--- config.mk ---
export PLATFORM = sky130hd
export DESIGN_NAME = bedmp_check
export DESIGN_NICKNAME = d
export VERILOG_FILES = /design/src/rtl/core/bedmp_pkg.sv /design/src/rtl/core/bedmp_check.sv
export SDC_FILE = /design/constraint.sdc
export NUM_CORES = 1
export LEC_CHECK = 0
export ABC_AREA = 1
export BUFFER_PORTS_ARGS = -buffer_cell sky130_fd_sc_hd__buf_2
export CAP_MARGIN = 10
export CORE_MARGIN = 2
export CORE_UTILIZATION = 55
export DETAILED_ROUTE_END_ITERATION = 12
export PLACE_DENSITY = 0.78
export SLEW_MARGIN = 20
export SYNTH_ARGS = -nofsm -noshare
export SYNTH_HDL_FRONTEND = slang
export SYNTH_SLANG_ARGS = --single-unit
--- constraint.sdc ---
create_clock -name vclk -period 13.62
set_clock_uncertainty 0.1 [all_clocks]
set_input_delay 2.724 -clock vclk [all_inputs]
set_output_delay 2.724 -clock vclk [all_outputs]
set_load 0.02 [all_outputs]
--- src/rtl/core/bedmp_pkg.sv ---
package bedmp_pkg;

  localparam int MEM_BYTES_DEF = 1024;

  localparam logic KIND_READ  = 1'b0;
  localparam logic KIND_WRITE = 1'b1;

  localparam logic [2:0] LEN_BYTE = 3'd1;
  localparam logic [2:0] LEN_HALF = 3'd2;
  localparam logic [2:0] LEN_TRI  = 3'd3;
  localparam logic [2:0] LEN_WORD = 3'd4;

  localparam logic [31:0] HALF_HI_MASK = 32'hFFFF_0000;
  localparam logic [31:0] HALF_LO_MASK = 32'h0000_FFFF;
  localparam logic [31:0] BYTE_LO_MASK = 32'h0000_00FF;

  typedef struct packed {
    logic       range_err;
    logic       mis_err;
    logic       acc;       // access goes to memory
    logic       is_write;
    logic [2:0] length;
    logic [1:0] lane;
  } chk_t;

  // residue mod 3 of an unsigned word by folding (2^2k == 1 mod 3)
  function automatic logic [1:0] mod3_u32(input logic [31:0] a);
    logic [16:0] s1;
    logic [9:0]  s2;
    logic [6:0]  s3;
    logic [4:0]  s4;
    logic [3:0]  s5;
    logic [2:0]  s6;
    s1 = {1'b0, a[31:16]} + {1'b0, a[15:0]};
    s2 = {1'b0, s1[16:8]} + {2'b00, s1[7:0]};
    s3 = {1'b0, s2[9:4]} + {3'b000, s2[3:0]};
    s4 = {2'b00, s3[6:4]} + {1'b0, s3[3:0]};
    s5 = {1'b0, s4[4:2]} + {2'b00, s4[1:0]};
    s6 = {1'b0, s5[3:2]} + {1'b0, s5[1:0]};
    if (s6 >= 3'd3) s6 = s6 - 3'd3;
    return s6[1:0];
  endfunction

  // big-endian lane merge of a store into the old word
  function automatic logic [31:0] merge_word(input logic [31:0] word,
                                             input logic [31:0] wdata,
                                             input logic [2:0]  length,
                                             input logic [1:0]  lane);
    logic [4:0]  sh;
    logic [31:0] res;
    sh  = {~lane, 3'b000};
    res = word;
    case (length)
      LEN_WORD: res = wdata;
      LEN_HALF: begin
        if (lane == 2'd2) res = (word & HALF_HI_MASK) | (wdata & HALF_LO_MASK);
        else              res = (word & HALF_LO_MASK) | ((wdata & HALF_LO_MASK) << 16);
      end
      LEN_BYTE: res = (word & ~(BYTE_LO_MASK << sh)) | ((wdata & BYTE_LO_MASK) << sh);
      default:  res = word;
    endcase
    return res;
  endfunction

  function automatic logic [31:0] extract_word(input logic [31:0] word,
                                               input logic [2:0]  length,
                                               input logic [1:0]  lane);
    logic [4:0]  sh;
    logic [31:0] res;
    sh  = {~lane, 3'b000};
    res = '0;
    case (length)
      LEN_WORD: res = word;
      LEN_HALF: begin
        if (lane == 2'd2) res = word & HALF_LO_MASK;
        else              res = word >> 16;
      end
      LEN_BYTE: res = (word >> sh) & BYTE_LO_MASK;
      default:  res = '0;
    endcase
    return res;
  endfunction

endpackage

--- src/rtl/core/bedmp_check.sv ---
module bedmp_check import bedmp_pkg::*; #(
  parameter int MEM_BYTES = MEM_BYTES_DEF
) (
  input  logic        kind,
  input  logic [31:0] address,
  input  logic [2:0]  length,
  output chk_t        chk
);

  localparam logic [32:0] LAST_BYTE = 33'(MEM_BYTES - 1);

  logic        len_ok;
  logic        neg;
  logic [32:0] last;
  logic        mis;
  logic [1:0]  r3;

  assign len_ok = (length >= LEN_BYTE) && (length <= LEN_WORD);
  assign neg    = address[31];
  assign last   = {1'b0, address} + {30'd0, length} - 33'd1;
  assign r3     = mod3_u32(address);

  // signed value divisible by 3 iff raw residue equals the sign (2^32 == 1 mod 3)
  always_comb begin
    unique case (length)
      LEN_BYTE: mis = 1'b0;
      LEN_HALF: mis = address[0];
      LEN_TRI:  mis = (r3 != {1'b0, neg});
      LEN_WORD: mis = |address[1:0];
      default:  mis = 1'b0;
    endcase
  end

  always_comb begin
    chk.range_err = len_ok && (neg || (last > LAST_BYTE));
    chk.mis_err   = len_ok && mis;
    chk.acc       = len_ok && !chk.range_err && !chk.mis_err && (length != LEN_TRI);
    chk.is_write  = (kind == KIND_WRITE);
    chk.length    = length;
    chk.lane      = address[1:0];
  end

endmodule

Yosys cells after proc, flatten, opt, wreduce, memory -nomap -nowiden
Index checks and enable logic that the tools add are counted.

Add/sub/neg operators: 9. $mul: 0. Div/mod/pow operators: 0. Magnitude comparators: 4. Eq/ne operators: 5. Shift-type cells: 0. Mux-type cells: 2. Bitwise gates (word level): 0. Reductions and logical operators: 10.

Operators by type and width (count): adder 32 x 3 -> 33 bit (1); > comparator 33 x 10 -> 1 bit, second input constant (1); subtractor 33 x 1 -> 33 bit, second input constant (1); adder 16 x 16 -> 17 bit (1); adder 9 x 8 -> 10 bit (1); adder 6 x 4 -> 7 bit (1); == test 3 x 2 -> 1 bit, second input constant (2); logical AND 1 bit (6); adder 3 x 4 -> 5 bit (1); adder 3 x 2 -> 4 bit (1); adder 2 x 2 -> 3 bit (1); == test 3 bit, second input constant (1); greater-or-equal comparator 3 x 1 -> 1 bit, second input constant (1); greater-or-equal comparator 3 x 2 -> 1 bit, second input constant (1); <= comparator 3 bit, second input constant (1); != test 3 x 2 -> 1 bit, second input constant (1); one-hot mux 1 bit (3 select lines) (1); logical NOT 1 bit (2); 2-to-1 mux 2 bit (1); != test 2 x 1 -> 1 bit (1); OR reduction 2 bit (1); subtractor 2 bit, second input constant (1); logical OR 1 bit (1).

Flip-flop bits (word level): 0. Latch bits: 0. RAM bits: 0. Bits in read-only memories: 0. Bits of input ports: 36. Output and inout bits: 9. Memories: 0.

Longest topological paths before layout
Word-level depth: 14. Depth in mapped cells: 44.

Worst setup path after synthesis
No wires, ideal clock.

Kind: input to output. Start point: input port address[0]. End point: output port chk[6] in the netlist's numbering. Arrival: 9.594 ns. Data required time: 10.796 ns. Setup slack: 1.202 ns. Cell stages on the path: 41. Path through: ha_1 > fa_1 > nand3_1 > nand2_1 > a21oi_2 > o21ai_2 > a21boi_1 > xnor2_1 > ha_1 > a21oi_1 > nand2_1 > nand2_1 > nand2_1 > a21oi_1 > nor2_1 > o21ai_0 > nand2_1 > xnor2_1 > [... 5 more ...] > nand2_1 > nand2_1 > nand2_1 > fa_1 > xnor2_1 > ha_1 > fa_1 > xnor2_1 > ha_1 > fa_1 > ha_1 > a211o_1 > nor2_1 > nand2_1 > nand3_1 > nand3_1 > or3_1 > nor2_1.

RTL lines: from (decl) (line bedmp_check.sv:5) `input logic [31:0] address,`; to (decl) (line bedmp_check.sv:7) `output chk_t chk`.

==> metrics <==
status completed; final setup fails 0; CP startpoint kind input pin; Port-buffer cells 43; fin. max-slew vios 0; Die X 92.2 µm; Cells after Synth 789; Max VDD drop 0.345 mV; Final Hold Fails 0; dominant cells by area after synthesis nand2_1, ha_1, inv_1, nand3_1, nor2_1; Mean Syn Cell Area 5.42 µm²; Finished Core Util 59.8%; wire per inst 13.4 µm; CP required 10800 ps; hpwl dp 11100 µm; Final nets 940; number of fill cells 807; Crit Path Category in -> out; post-cts sizing count 0; Vias 4943; GRT Total Usage 28.9%; area occupied by multi-input gates 3620 µm²; Die ar. 8500 µm²; CP endpoint kind output pin; area grow syn2layout 6.96%; via density per instance 5.33; Setup WS post-layout 704 ps; Mapped Nets 901; setup TNS 0 ps; Post-Route WL 12400 µm; vias in the first global route 4591; Yosys warnings 0; Synth top area share 21.1%; detailed-route DRC error count 0; remaining global-route overflow 0; Hold Path End chk[5]; hold_ws 5350 ps; First DRT Iteration DRCs 285; layout cells sized above 1 9.81%; Initial Util 55.9%; Rows 32; max_slew headroom 65.5%; register area 0 µm²; HP Class in -> out; RSZ-0062 raised after global routing false; # hold bufs at CTS 0; Post-CTS Setup Inserts 0; Max FO, Critical Path 5; leading area contributor after synthesis nand2_1; # IOs 45; register area share after synthesis 0%; Pleak 2.79 nW; # diodes 0; initial antenna violation count 0; DIE HEIGHT 92.2 µm; max-cap violations 0; pre-CTS worst setup slack 768 ps; crit-path max cell delay 480 ps; Max Clk Rate 77.4 MHz; Period minus WS final 12920 ps; most frequent CP cell ha_1; Worst path slowest cell fa_1; Worst Tran Pin Value 504 ps; hold-critical path depth 0; post-route clock period utilization 94.8%; WP data arrival 10090 ps; core area 7650 µm²; Post-Syn Area 4280 µm²; Hold Path Origin kind; global-route wire length before repair 20200 µm; Pwr Density 290 nW/µm²; num sequential 0; post-route ant nets 0; Yosys cell types 38; total iterations of the first detailed-routing run 5; Clock Buffer Count 0; pin count of the biggest net entering global routing 8; Placer Congestion 0.993
-- layer usage --
layer / global-route usage, % / routed length (µm)
met1: 36.1 / 5610
met2: 52.8 / 5720
met3: 1.07 / 560
met4: 9.95 / 549
met5: 0 / 0
-- power breakdown --
part           internal, W  switching, W  leakage [nW]
clock                    0             0             0
combinational     0.000586      0.000742          2.79
sequential               0             0             0
-- stage by stage --
step / std cells / power (W) / area [µm²]
after floorplan: 789 / 0.00107 / 4280
after CTS: 928 / 0.00132 / 4570
after global routing: 928 / 0.00152 / 4570
final: 928 / 0.00133 / 4570
after detailed placement: 928 / 0.00132 / 4570
after global placement: 928 / 0.00124 / 4570
-- area by class of cell --
| type | count | area share, % |
|---|---|---|
| repair buffers | 43 | 4.70 |
| well taps | 102 | 2.79 |
| inverters | 163 | 13.4 |
| multi-input cells | 620 | 79.1 |
-- cells in the mapped netlist, drive strengths merged --
library cell,number
o211ai,3
and2,1
nor3b,1
buf,6
a21oi,50
nor3,12
xor2,18
a41oi,1
nand2,255
nand4,11
clkinv,1
a31oi,3
nand3,58
ha,69
o21ai,15
fa,7
nand3b,7
o22ai,1
a21boi,1
or3,1
a21o,4
xnor2,13
or2,2
o21bai,6
a211o,1
a2111oi,1
nor2,79
inv,162
-- worst max-delay path by stage --
| stage | start | to | slack [ps] | depth (start not counted) |
|---|---|---|---|---|
| detailed placement | address[0] | chk[6] | 770 | 42 |
| finish | address[0] | chk[6] | 700 | 42 |
| CTS | address[0] | chk[6] | 740 | 42 |
| global route | address[0] | chk[6] | 60 | 42 |
| floorplan | address[0] | chk[6] | 1200 | 41 |
| global placement | address[0] | chk[6] | 1040 | 42 |
-- worst max-delay path, delay by kind of cell --
family / cells / cell delay (ps)
compound gates: 8 / 1590
xor+xnor: 5 / 780
fa+ha+maj: 11 / 3260
buf+inv: 5 / 460
simple gates: 13 / 1300
-- layout by cell type (no fill, tap or decap), types with 3 or more instances in the layout --
master and n:
a21oi_2 3, ha_1 69, o21bai_1 6, nand4_1 11, nand3_2 3, xor2_1 18, nand3b_1 7, nor3_1 10
nor2_1 72, o21ai_0 13, xnor2_1 13, inv_2 4, nand3_1 55, a21o_1 4, nand2_1 240, fa_1 7
nor2_2 6, buf_2 43, nand2_2 15, inv_1 158, a31oi_1 3, a21oi_1 47
-- logic make-up (layout without fill, tap and decap cells) --
group | Yosys count | count (layout) | synth area share (%)
xor+xnor | 31 | 31 | 6.35
compound gates | 86 | 86 | 11.7
buf+inv | 169 | 206 | 15.4
fa+ha+maj | 76 | 76 | 23.5
simple gates | 427 | 427 | 43.1
(Power assumes the default switching activity.)
